<file path="src/rtl/core/tcp_congestion_window_update_defines.svh">
// ----------------------------------------------------------------------------
// Assertion macros for the congestion window update block
// Clocked on clock, disabled while reset is high.
// ----------------------------------------------------------------------------
`ifndef TCP_CONGESTION_WINDOW_UPDATE_DEFINES_SVH
`define TCP_CONGESTION_WINDOW_UPDATE_DEFINES_SVH

`ifndef ASSERT_OFF

// property must hold at every edge outside reset
`define TCWU_ASSERT_HOLDS(lbl, prop) \
   lbl: assert property (@(posedge clock) disable iff (reset) prop) \
      else $error("tcwu assertion failed");

// expression must never be true outside reset
`define TCWU_ASSERT_NEVER(lbl, expr) \
   lbl: assert property (@(posedge clock) disable iff (reset) !(expr)) \
      else $error("tcwu forbidden condition seen");

`else

`define TCWU_ASSERT_HOLDS(lbl, prop)
`define TCWU_ASSERT_NEVER(lbl, expr)

`endif

`endif

</file>
<file path="src/rtl/core/tcwu_pkg.sv">
// ----------------------------------------------------------------------------
// tcwu_pkg
// Shared types and constants of the congestion window update block.
// ----------------------------------------------------------------------------
`default_nettype none

package tcwu_pkg;

   localparam logic [31:0] WMAX                = 32'hFFFF_FFFF;
   localparam logic [15:0] SEG_SIZE_RST        = 16'd1448;
   localparam logic [31:0] START_WINDOW_RST    = 32'd1;
   localparam logic [31:0] START_THRESHOLD_RST = 32'd65535;

   localparam int CSR_IDX_W = 2;
   localparam logic [CSR_IDX_W-1:0] CSR_SEGMENT_SIZE = 2'd0;

   localparam int DIV_STEPS = 32;
   localparam int DIV_CNT_W = $clog2(DIV_STEPS);

   // controller to datapath
   typedef struct packed {
      logic load;
      logic loss;
      logic round_inc;
      logic pow_set;
      logic mul_lo;
      logic mul_hi;
      logic mul_add;
      logic shift;
      logic apply;
      logic div_init;
      logic div_step;
      logic add_set;
      logic out_load;
   } dp_cmd_type;

   // datapath to controller
   typedef struct packed {
      logic is_loss;
      logic in_slow;
      logic acked_zero;
      logic pow_ok;
      logic avoid_needed;
   } dp_status_type;

   typedef struct packed {
      logic [31:0] window;
      logic [31:0] threshold;
      logic [15:0] leftover_acked;
      logic        phase;
   } result_type;

endpackage

`default_nettype wire

</file>
<file path="src/rtl/core/tcwu_ctrl.sv">
// ----------------------------------------------------------------------------
// tcwu_ctrl
// Sequencer: walks one event through loss, slow start, multiply, divide steps.
// ----------------------------------------------------------------------------
`default_nettype none

module tcwu_ctrl (
   input  wire                     clock,
   input  wire                     reset,
   input  wire                     req_valid,
   output logic                    req_stall,
   input  tcwu_pkg::dp_status_type status,
   input  wire                     out_free,
   output tcwu_pkg::dp_cmd_type    cmd
);
   import tcwu_pkg::*;

   localparam logic [3:0] S_IDLE  = 4'd0;
   localparam logic [3:0] S_EVAL  = 4'd1;
   localparam logic [3:0] S_SS    = 4'd2;
   localparam logic [3:0] S_MHI   = 4'd3;
   localparam logic [3:0] S_MADD  = 4'd4;
   localparam logic [3:0] S_SHIFT = 4'd5;
   localparam logic [3:0] S_APPLY = 4'd6;
   localparam logic [3:0] S_AVCHK = 4'd7;
   localparam logic [3:0] S_DIV   = 4'd8;
   localparam logic [3:0] S_ADD   = 4'd9;
   localparam logic [3:0] S_FIN   = 4'd10;

   logic [3:0]           state_ff, state_in;
   logic [DIV_CNT_W-1:0] div_cnt_ff, div_cnt_in;

   assign req_stall = (state_ff != S_IDLE);

   always_comb begin
      state_in   = state_ff;
      div_cnt_in = div_cnt_ff;
      cmd        = '0;
      unique case (state_ff)
         S_IDLE: begin
            if (req_valid) begin
               cmd.load = 1'b1;
               state_in = S_EVAL;
            end
         end
         S_EVAL: begin
            if (status.is_loss) begin
               cmd.loss = 1'b1;
               state_in = S_FIN;
            end else if (status.in_slow) begin
               cmd.round_inc = 1'b1;
               state_in      = S_SS;
            end else begin
               state_in = S_AVCHK;
            end
         end
         S_SS: begin
            if (status.acked_zero) begin
               state_in = S_AVCHK;
            end else if (status.pow_ok) begin
               cmd.pow_set = 1'b1;
               state_in    = S_AVCHK;
            end else begin
               cmd.mul_lo = 1'b1;
               state_in   = S_MHI;
            end
         end
         S_MHI: begin
            cmd.mul_hi = 1'b1;
            state_in   = S_MADD;
         end
         S_MADD: begin
            cmd.mul_add = 1'b1;
            state_in    = S_SHIFT;
         end
         S_SHIFT: begin
            cmd.shift = 1'b1;
            state_in  = S_APPLY;
         end
         S_APPLY: begin
            cmd.apply = 1'b1;
            state_in  = S_AVCHK;
         end
         S_AVCHK: begin
            if (status.avoid_needed) begin
               cmd.div_init = 1'b1;
               div_cnt_in   = '0;
               state_in     = S_DIV;
            end else begin
               state_in = S_FIN;
            end
         end
         S_DIV: begin
            cmd.div_step = 1'b1;
            if (div_cnt_ff == DIV_CNT_W'(DIV_STEPS - 1)) begin
               div_cnt_in = '0;
               state_in   = S_ADD;
            end else begin
               div_cnt_in = div_cnt_ff + 1'b1;
            end
         end
         S_ADD: begin
            cmd.add_set = 1'b1;
            state_in    = S_FIN;
         end
         S_FIN: begin
            // hold until the result register can take the beat
            if (out_free) begin
               cmd.out_load = 1'b1;
               state_in     = S_IDLE;
            end
         end
         default: begin
            state_in = S_IDLE;
         end
      endcase
   end

   always_ff @(posedge clock) begin
      if (reset) begin
         state_ff   <= S_IDLE;
         div_cnt_ff <= '0;
      end else begin
         state_ff   <= state_in;
         div_cnt_ff <= div_cnt_in;
      end
   end

endmodule

`default_nettype wire

</file>
<file path="src/rtl/core/tcwu_dpath.sv">
// ----------------------------------------------------------------------------
// tcwu_dpath
// Window state, shared 33x16 multiplier, shifter and restoring divider.
// ----------------------------------------------------------------------------
`default_nettype none

module tcwu_dpath (
   input  wire                              clock,
   input  wire                              reset,
   input  tcwu_pkg::dp_cmd_type             cmd,
   input  wire                              req_action,
   input  wire  [15:0]                      req_acked_segments,
   input  wire  [31:0]                      req_in_flight_bytes,
   input  wire                              csr_we,
   input  wire  [tcwu_pkg::CSR_IDX_W-1:0]   csr_index,
   input  wire  [31:0]                      csr_wdata,
   output tcwu_pkg::dp_status_type          status,
   output tcwu_pkg::result_type             result
);
   import tcwu_pkg::*;

   // window and threshold presets load at reset, where both presets hold
   // their reset values, so only the segment size is kept
   logic [15:0] seg_ff, seg_in;

   logic [31:0] cwnd_ff, cwnd_in;
   logic [31:0] ssth_ff, ssth_in;
   logic [31:0] rc_ff, rc_in;

   logic        action_ff, action_in;
   logic [31:0] flight_ff, flight_in;
   logic [15:0] left_ff, left_in;
   logic        phase_ff, phase_in;

   logic [48:0] prod_ff, prod_in;
   logic [63:0] acc_ff, acc_in;
   logic [31:0] rem_ff, rem_in;
   logic [31:0] quo_ff, quo_in;

   logic [32:0] t_val;
   logic [30:0] t_quart;
   logic [31:0] half;
   logic [15:0] mul_b;
   logic [32:0] diff;
   logic [32:0] div_shifted;
   logic [32:0] div_sub;
   logic        div_ge;
   logic [31:0] add_val;
   logic [32:0] add_sum;
   logic [31:0] loss_a;
   logic [31:0] loss_b;

   assign t_val   = {1'b0, ssth_ff} + 33'd1;
   assign t_quart = t_val[32:2];
   assign half    = t_val[32:1];
   assign mul_b   = cmd.mul_lo ? t_quart[15:0] : {1'b0, t_quart[30:16]};

   assign diff        = (acc_ff >= {31'b0, t_val}) ? 33'd0 : (t_val - acc_ff[32:0]);
   assign div_shifted = {rem_ff, quo_ff[31]};
   assign div_ge      = (div_shifted >= {1'b0, cwnd_ff});
   assign div_sub     = div_shifted - {1'b0, cwnd_ff};
   assign add_val     = (quo_ff == 32'd0) ? 32'd1 : quo_ff;
   assign add_sum     = {1'b0, cwnd_ff} + {1'b0, add_val};
   assign loss_a      = {15'b0, seg_ff, 1'b0};
   assign loss_b      = {1'b0, flight_ff[31:1]};

   always_comb begin
      status.is_loss      = action_ff;
      status.in_slow      = (cwnd_ff < ssth_ff);
      status.acked_zero   = (left_ff == 16'd0);
      status.pow_ok       = (rc_ff[31:5] == 27'd0) && ((32'd1 << rc_ff[4:0]) <= half);
      status.avoid_needed = (cwnd_ff >= ssth_ff) && (left_ff != 16'd0);
   end

   always_comb begin
      result.window         = cwnd_ff;
      result.threshold      = ssth_ff;
      result.leftover_acked = left_ff;
      result.phase          = phase_ff;
   end

   always_comb begin
      seg_in    = seg_ff;
      cwnd_in   = cwnd_ff;
      ssth_in   = ssth_ff;
      rc_in     = rc_ff;
      action_in = action_ff;
      flight_in = flight_ff;
      left_in   = left_ff;
      phase_in  = phase_ff;
      prod_in   = prod_ff;
      acc_in    = acc_ff;
      rem_in    = rem_ff;
      quo_in    = quo_ff;

      if (csr_we && (csr_index == CSR_SEGMENT_SIZE)) begin
         seg_in = csr_wdata[15:0];
      end

      if (cmd.load) begin
         action_in = req_action;
         flight_in = req_in_flight_bytes;
         left_in   = req_action ? 16'd0 : req_acked_segments;
         phase_in  = 1'b1;
      end
      if (cmd.loss) begin
         ssth_in = (loss_a > loss_b) ? loss_a : loss_b;
      end
      if (cmd.round_inc) begin
         rc_in    = rc_ff + 32'd1;
         phase_in = 1'b0;
      end
      if (cmd.pow_set) begin
         cwnd_in = 32'd1 << rc_ff[4:0];
         left_in = left_ff - 16'd1;
      end
      // two partial products of t * (t/4), low half first
      if (cmd.mul_lo || cmd.mul_hi) begin
         prod_in = {16'b0, t_val} * {33'b0, mul_b};
      end
      if (cmd.mul_lo) begin
         left_in = left_ff - 16'd1;
      end
      if (cmd.mul_hi) begin
         acc_in = {15'b0, prod_ff};
      end
      if (cmd.mul_add) begin
         acc_in = acc_ff + {prod_ff[47:0], 16'b0};
      end
      if (cmd.shift) begin
         acc_in = (rc_ff[31:6] != 26'd0) ? 64'd0 : (acc_ff >> rc_ff[5:0]);
      end
      if (cmd.apply) begin
         cwnd_in = diff[32] ? WMAX : diff[31:0];
      end
      if (cmd.div_init) begin
         rem_in = 32'd0;
         quo_in = {16'b0, seg_ff} * {16'b0, seg_ff};
      end
      // one quotient bit per step; a zero divisor yields all ones
      if (cmd.div_step) begin
         rem_in = div_ge ? div_sub[31:0] : div_shifted[31:0];
         quo_in = {quo_ff[30:0], div_ge};
      end
      if (cmd.add_set) begin
         cwnd_in = add_sum[32] ? WMAX : add_sum[31:0];
      end
   end

   always_ff @(posedge clock) begin
      if (reset) begin
         seg_ff  <= SEG_SIZE_RST;
         cwnd_ff <= START_WINDOW_RST;
         ssth_ff <= START_THRESHOLD_RST;
         rc_ff   <= 32'd0;
      end else begin
         seg_ff  <= seg_in;
         cwnd_ff <= cwnd_in;
         ssth_ff <= ssth_in;
         rc_ff   <= rc_in;
      end
   end

   always_ff @(posedge clock) begin
      action_ff <= action_in;
      flight_ff <= flight_in;
      left_ff   <= left_in;
      phase_ff  <= phase_in;
      prod_ff   <= prod_in;
      acc_ff    <= acc_in;
      rem_ff    <= rem_in;
      quo_ff    <= quo_in;
   end

endmodule

`default_nettype wire

</file>
<file path="src/rtl/core/tcp_congestion_window_update.sv">
// ----------------------------------------------------------------------------
// tcp_congestion_window_update
// Congestion window, slow start threshold and round counter per ACK/loss.
// ----------------------------------------------------------------------------
//   channel  direction  handshake            payload
//   req      in         req_valid/req_stall  action, acked_segments, in_flight
//   rsp      out        rsp_valid/rsp_stall  window, threshold, leftover, phase
//   csr      in         csr_valid/csr_ready  csr_index, csr_wdata
//
// One event is worked on at a time. A loss passes load, evaluation and the
// finish state; an ACK adds slow start and the multiply, shift and apply
// steps as needed, and growth in avoidance the 32-step restoring divider.
// Reset is synchronous; it loads the window presets and clears the counter.
// A stalled result waits in the output register while the next beat is
// taken; the sequencer holds only if it finishes before that slot frees up.
// ----------------------------------------------------------------------------
`default_nettype none

`include "tcp_congestion_window_update_defines.svh"

module tcp_congestion_window_update (
   input  wire                             clock,
   input  wire                             reset,

   input  wire                             req_valid,
   output logic                            req_stall,
   input  wire                             req_action,
   input  wire  [15:0]                     req_acked_segments,
   input  wire  [31:0]                     req_in_flight_bytes,

   output logic                            rsp_valid,
   input  wire                             rsp_stall,
   output logic [31:0]                     rsp_window,
   output logic [31:0]                     rsp_threshold,
   output logic [15:0]                     rsp_leftover_acked,
   output logic                            rsp_phase,

   input  wire                             csr_valid,
   output logic                            csr_ready,
   input  wire  [tcwu_pkg::CSR_IDX_W-1:0]  csr_index,
   input  wire  [31:0]                     csr_wdata
);
   import tcwu_pkg::*;

   dp_cmd_type    cmd;
   dp_status_type status;
   result_type    result;

   logic       rsp_valid_ff, rsp_valid_in;
   result_type rsp_data_ff, rsp_data_in;
   logic       out_free;
   logic       csr_we;

   assign csr_ready = 1'b1;
   assign csr_we    = csr_valid & csr_ready;
   assign out_free  = !rsp_valid_ff || !rsp_stall;

   tcwu_ctrl u_ctrl (
      .clock     (clock),
      .reset     (reset),
      .req_valid (req_valid),
      .req_stall (req_stall),
      .status    (status),
      .out_free  (out_free),
      .cmd       (cmd)
   );

   tcwu_dpath u_dpath (
      .clock               (clock),
      .reset               (reset),
      .cmd                 (cmd),
      .req_action          (req_action),
      .req_acked_segments  (req_acked_segments),
      .req_in_flight_bytes (req_in_flight_bytes),
      .csr_we              (csr_we),
      .csr_index           (csr_index),
      .csr_wdata           (csr_wdata),
      .status              (status),
      .result              (result)
   );

   always_comb begin
      rsp_valid_in = rsp_valid_ff;
      rsp_data_in  = rsp_data_ff;
      if (cmd.out_load) begin
         rsp_valid_in = 1'b1;
         rsp_data_in  = result;
      end else if (rsp_valid_ff && !rsp_stall) begin
         rsp_valid_in = 1'b0;
      end
   end

   always_ff @(posedge clock) begin
      if (reset) begin
         rsp_valid_ff <= 1'b0;
      end else begin
         rsp_valid_ff <= rsp_valid_in;
      end
   end

   always_ff @(posedge clock) begin
      rsp_data_ff <= rsp_data_in;
   end

   assign rsp_valid          = rsp_valid_ff;
   assign rsp_window         = rsp_data_ff.window;
   assign rsp_threshold      = rsp_data_ff.threshold;
   assign rsp_leftover_acked = rsp_data_ff.leftover_acked;
   assign rsp_phase          = rsp_data_ff.phase;

   // an accepted beat keeps the input stalled while it is worked on
   `TCWU_ASSERT_HOLDS(a_busy_after_accept, (req_valid && !req_stall) |=> req_stall)
   // a finished result never overwrites one still waiting
   `TCWU_ASSERT_NEVER(a_no_overwrite, cmd.out_load && rsp_valid_ff && rsp_stall)
   // a result beat only appears after the sequencer loads it
   `TCWU_ASSERT_HOLDS(a_valid_from_load, $rose(rsp_valid_ff) |-> $past(cmd.out_load))

endmodule

`default_nettype wire
</file>
<file path="config.mk">
export PLATFORM = sky130hd
export DESIGN_NAME = tcp_congestion_window_update
export DESIGN_NICKNAME = d
export VERILOG_FILES = /design/src/rtl/core/tcwu_pkg.sv /design/src/rtl/core/tcwu_ctrl.sv /design/src/rtl/core/tcwu_dpath.sv /design/src/rtl/core/tcp_congestion_window_update.sv
export VERILOG_INCLUDE_DIRS = /design/src /design/src/rtl/core
export SDC_FILE = /design/constraint.sdc
export NUM_CORES = 2
export LEC_CHECK = 0
export BUFFER_PORTS_ARGS = -buffer_cell sky130_fd_sc_hd__buf_2
export CAP_MARGIN = 20
export CORE_UTILIZATION = 60
export DETAILED_ROUTE_END_ITERATION = 10
export GPL_TIMING_DRIVEN = 0
export HOLD_SLACK_MARGIN = 0.15
export PLACE_DENSITY_LB_ADDON = 0.08
export SYNTH_ARGS = -nofsm -noshare
export SYNTH_HDL_FRONTEND = slang
export SYNTH_HIERARCHICAL = 1
export SYNTH_SLANG_ARGS = --single-unit
</file>
<file path="constraint.sdc">
create_clock -name clock -period 14 [get_ports clock]
set_clock_uncertainty 0.05 [all_clocks]
set_input_delay 0.7 -clock clock [delete_from_list [all_inputs] [get_ports clock]]
set_output_delay 0.7 -clock clock [all_outputs]
set_load 0.02 [all_outputs]
</file>
After elaboration in Yosys (flattened, before gate mapping):

Cells that the tools add are included.

* bits in registers: 430
* output and inout port bits: 84

* add/subtract/negate cells: 8
* multiply operators: 2
* order comparisons: 6
* eq/ne operators: 15
* shift operators: 2
* multiplexer cells: 56
* reduce and logical (&&, ||, !) cells: 24

Operators by type and width (number)
* 32-bit 2-to-1 mux: 11
* 64-bit 2-to-1 mux: 4
* 16-bit 2-to-1 mux: 5
* 64-bit adder: 1
* 64-bit by 33-bit >= comparator with 1-bit output: 1
* 64-bit by 6-bit >> shifter with 64-bit output: 1
* 33-bit by 16-bit multiplier with 49-bit output: 1
* 4-bit one-hot mux with 11 select lines: 1
* 32-bit by 1-bit adder with 33-bit output (second input constant): 1
* 32-bit by 32-bit adder with 33-bit output: 1
* 33-bit by 32-bit >= comparator with 1-bit output: 1
* 33-bit 2-to-1 mux: 1
* 33-bit subtractor: 1
* 32-bit by 1-bit adder with 32-bit output (second input constant): 1
* 32-bit >= comparator: 1
* 32-bit less-or-equal comparator: 1
* 32-bit zero test: 1
* 32-bit < comparator: 1
* 16-bit by 16-bit multiplier with 32-bit output: 1
* 1-bit by 5-bit << shifter with 32-bit output (first input constant): 1
* 32-bit subtractor: 1
* 17-bit by 31-bit > comparator with 1-bit output: 1
* 31-bit 2-to-1 mux: 1
* 27-bit zero test: 1
* 28 further kinds: 72

Depth between registers and ports, before layout:

* depth after elaboration: 9
* depth in mapped cells: 51
* mapped depth without buffers: 48

By module:

The synthesis kept the hierarchy.

By module, submodules not included
* tcwu_dpath: instances 1, cells each 5938, area an instance 51370.5 µm²
* tcp_congestion_window_update: instances 1, cells each 87, area an instance 2476.1 µm²
* tcwu_ctrl: instances 1, cells each 75, area an instance 614.3 µm²

Worst setup path before layout:

Ideal clock, no wire load.

* kind: reg2reg
* start: reg u_dpath.rc_ff[0]
* end: reg u_dpath.prod_ff[48] (data pin)
* setup time: 262 ps
* arrival time: 10627 ps
* setup slack: 3061 ps
* cell stages (with the launch flop): 48
* path buffers: 6
* clock period less this slack: 10939 ps
* cells stage by stage: dfxtp_1 -> buf_2 -> buf_2 -> inv_1 -> clkbuf_1 -> ha_1 -> nand2_1 -> nor2_1 -> ha_1 -> a21o_1 -> a21o_1 -> a21o_1 -> a21o_1 -> a21o_1 -> a21o_1 -> a21oi_1 -> or3_1 -> nand3_1 -> [... 12 more ...] -> fa_1 -> fa_1 -> fa_1 -> inv_1 -> fa_1 -> inv_1 -> ha_1 -> a211oi_1 -> o21ai_0 -> a211oi_1 -> a22oi_1 -> a211oi_2 -> o21a_1 -> o21ai_1 -> a31oi_1 -> o21ai_1 -> a221oi_2 -> xnor2_1

RTL lines
* from (decl): RTL line tcwu_dpath.sv:28 `logic [31:0] rc_ff, rc_in;`
* from (signal assigned): RTL line tcwu_dpath.sv:160 `rc_ff <= rc_in;`
* to (signal assigned): RTL line tcwu_dpath.sv:169 `prod_ff <= prod_in;`
* to (decl): RTL line tcwu_dpath.sv:35 `logic [48:0] prod_ff, prod_in;`

==> impl_metrics.json <==
{
  "synth_fa_ha_area_share_pct": 32.8,
  "num_io_pins": 172,
  "ant_nets": 0,
  "synthFlopType": "edfxtp_1",
  "clock-sinks": 428,
  "met3WireLength_um": 21200,
  "cap_violations": 0,
  "yosysWarnings": 6,
  "clock_path_buffers": 3,
  "worstHoldPathCells": 1,
  "reg2reg_depth": 44,
  "die_h_um": 303,
  "holdCritPathClass": "in2reg",
  "antenna_found_initial": 5,
  "area_growth_pct": 8.82,
  "cts_tree": "built",
  "yosysUniqueCellTypes": 109,
  "worstPathArrival_ns": 14.05,
  "required_ns": 14.36,
  "path_max_fanout": 11,
  "netlist_area_um2": 54500,
  "fp.dieW_um": 303,
  "grt_first_pass_wirelength_um": 288000,
  "drive_above_1_share_pct": 7.96,
  "synth_top_family_by_area": "adder cells",
  "clockRootBuffer": "clkbuf_16",
  "fp.coreArea_um2": 90000,
  "async_flop_share_pct": 0,
  "drt_iter0_markers": 5159,
  "synthMuxAreaShare_pct": 4.31,
  "synth_edf_count": 306,
  "synth-compound-area-share_pct": 13.6,
  "synthTopCellsByArea": "fa_1 (22%), edfxtp_1 (17%), ha_1 (11%)",
  "hold_start": "req_in_flight_bytes[15]",
  "status": "finished clean",
  "final.setup.tns_ns": 0,
  "cts_max_level": 2,
  "fillCellCount": 7573,
  "first_pass_iters": 6,
  "start_util_pct": 60.5,
  "finalSetupViolCount": 0,
  "route.vias.total": 47500,
  "grt_pass1_vias": 46700,
  "routed_wl_um": 195000,
  "rrSetupSlack_ns": 0.31,
  "cp_num_buf_inv": 8,
  "finalHoldViolCount": 0,
  "power_leakage_nw": 27.5,
  "grt_max_degree": 65,
  "hold_end": "u_dpath/flight_ff[15]",
  "path_clk_slew_ns": 0.06,
  "fin_area_um2": 59300,
  "max_freq_mhz": 73.0,
  "drv_slew": 0,
  "placed_area_um2": 56900,
  "fin_nets": 7532,
  "relSlewSlack_pct": 19.1,
  "wl_per_cell_um": 25.7,
  "die-area_um2": 92000,
  "crit_path_max_incr_delay_ns": 0.57,
  "synth-simple-area-share_pct": 15.5,
  "syn_avg_cell_area_um2": 8.93,
  "met2_wirelength_um": 86100,
  "max_slew.worst_pin.slew_ns": 1.21,
  "numCtsBuffers": 51,
  "yosys.area.top_type": "fa_1",
  "critical_path_class": "reg2reg",
  "grt_overflow": 0,
  "rsz0062_at_grt": "no",
  "period_share_pct": 97.8,
  "hpwl_um": 158000,
  "ys_ff_latch": 428,
  "ys_seq_area_share_pct": 21.4,
  "start_kind": "flop",
  "cpMaxStageDelayCell": "clkinv_1",
  "yosys.area.top_type_share_pct": 21.6,
  "timing.rr.start": "u_dpath/ssth_ff[2]",
  "port_buffers": 153,
  "end_kind": "flop",
  "crit_top_cell": "fa_1",
  "min_period_ns": 13.69,
  "drc": 0,
  "grtUsageTotal_pct": 42.6,
  "clock_latency_ns": 0.71,
  "gp_congestion": 1.05,
  "wl_met1_um": 72500,
  "synth-xor-area-share_pct": 4.26,
  "via_per_inst": 6.26,
  "cellPowerDensity_nw_per_um2": 193,
  "rows": 110,
  "peakVddDrop_mv": 0.168,
  "netlist_instances": 6100,
  "critical-path-top-delay-family": "adder cells",
  "r2r_end": "u_dpath/prod_ff[48]",
  "routed.top_layer": "met4"
}
[stage by stage]
step | power, mW | hold WS, ns | instances | utilization, % | setup WS [ns]
2_1_floorplan | 6.84 | 0.379 | 6107 | - | 3.06
3_3_place_gp | 9.49 | 0.401 | 7436 | 63.0 | -1.80
3_5_place_dp | 9.60 | 0.407 | 7448 | 63.2 | -0.429
4_1_cts | 11.1 | 0.150 | 7565 | 65.5 | 0.0464
5_1_grt | 12.0 | 0.158 | 7587 | 65.8 | 0.0116
6_report | 11.4 | 0.167 | 7593 | 65.8 | 0.311
[cells in the final DEF (no fill, tap or decap), types with 53 or more instances in the layout]
cell type / netlist / layout
a21o_1: 165 / 165
a21oi_1: 303 / 301
and2_1: 89 / 89
buf_2: 36 / 188
clkbuf_1: 216 / 221
dfxtp_1: 122 / 120
edfxtp_1: 306 / 306
fa_1: 587 / 587
ha_1: 487 / 487
inv_1: 841 / 832
mux2i_1: 104 / 104
nand2_1: 740 / 739
nand3_1: 63 / 63
nor2_1: 592 / 590
nor3_1: 53 / 53
o21a_1: 55 / 55
o21ai_0: 242 / 242
xnor2_1: 160 / 151
xor2_1: 103 / 103
[area by class of cell]
cell class                      count  area, um2  share of cell area [%]
Buffer                            285       1220                    2.06
Timing Repair Buffer              211       1320                    2.23
Tap cell                         1176       1470                    2.48
Clock buffer                       68       1400                    2.36
Clock inverter                     26        368                   0.621
Inverter                          863       3280                    5.54
Sequential cell                   428      11600                    19.6
Antenna cell                        6       15.0                  0.0253
Multi-Input combinational cell   4530      38600                    65.1
[worst max path at each step]
stage                        startpoint             endpoint  slack (ns)  depth (start not counted)
finish               u_dpath/ssth_ff[2]  u_dpath/prod_ff[48]        0.31                         44
global route        u_dpath/ssth_ff[11]  u_dpath/prod_ff[48]        0.01                         47
CTS                  u_dpath/ssth_ff[0]  u_dpath/prod_ff[44]        0.05                         44
detailed placement   u_dpath/ssth_ff[0]  u_dpath/prod_ff[48]       -0.43                         43
global placement     u_dpath/ssth_ff[0]  u_dpath/prod_ff[48]       -1.80                         42
floorplan              u_dpath/rc_ff[0]  u_dpath/prod_ff[48]        3.06                         47
[flip-flops by register name, summed over array words and instances, names as in the netlist, 31 cells and up]
name               flops
u_dpath/flight_ff     31
rsp_window            32
u_dpath/ssth_ff       31
u_dpath/rc_ff         32
u_dpath/cwnd_ff       32
rsp_threshold         32
u_dpath/rem_ff        32
u_dpath/prod_ff       49
u_dpath/acc_ff        64
u_dpath/quo_ff        32
[routing by layer]
metal / GRT usage (%) / up-vias
met1: 53.2 / 23100
met5: 0 / -
li1: - / 20900
met2: 65.3 / 2768
met4: 28.6 / 0
met3: 10.8 / 716
[what timing repair did]
action,4_1_cts,5_1_grt
pin swaps,0,3
endpoints found under the hold margin,21,0
hold buffers,21,0
resized for setup,13,44
setup buffers,2,19
endpoints found under the setup margin,14,18
[synthesized netlist by cell type (all sizes together), types with 64 or more instances]
| cell type | instances |
|---|---|
| nand2 | 741 |
| buf | 69 |
| xnor2 | 161 |
| xor2 | 103 |
| nor2 | 595 |
| and2 | 91 |
| inv | 847 |
| ha | 487 |
| clkbuf | 217 |
| edfxtp | 306 |
| nand3 | 64 |
| dfxtp | 122 |
| o21ai | 261 |
| fa | 587 |
| a21oi | 306 |
| a21o | 165 |
| mux2i | 104 |
[power by group]
part	switching [mW]	internal, mW
sequential	0.382	1.78
clock	0.612	0.822
combinational	5.30	2.54
total	6.29	5.14
[worst reg2reg max path: cells and delay by family, from the launching register on]
family	cells	cell delay, ns
AOI/OAI and AO/OA	16	3.39
and+or+nand+nor	10	2.66
xor gates and xnor gates	2	0.34
DFF	1	0.53
adders and majority gates	8	4.22
buffers and inverters	8	2.28
[kinds of logic (layout without fill, tap and decap cells)]
family	count (synthesis)	in the layout
AOI/OAI and AO/OA	1135	1135
xor gates and xnor gates	264	264
adders and majority gates	1074	1074
buffers and inverters	1149	1453
DFF	428	428
muxes	168	168
other	3	16
and+or+nand+nor	1879	1879
Power figures use the tool's default switching activity.
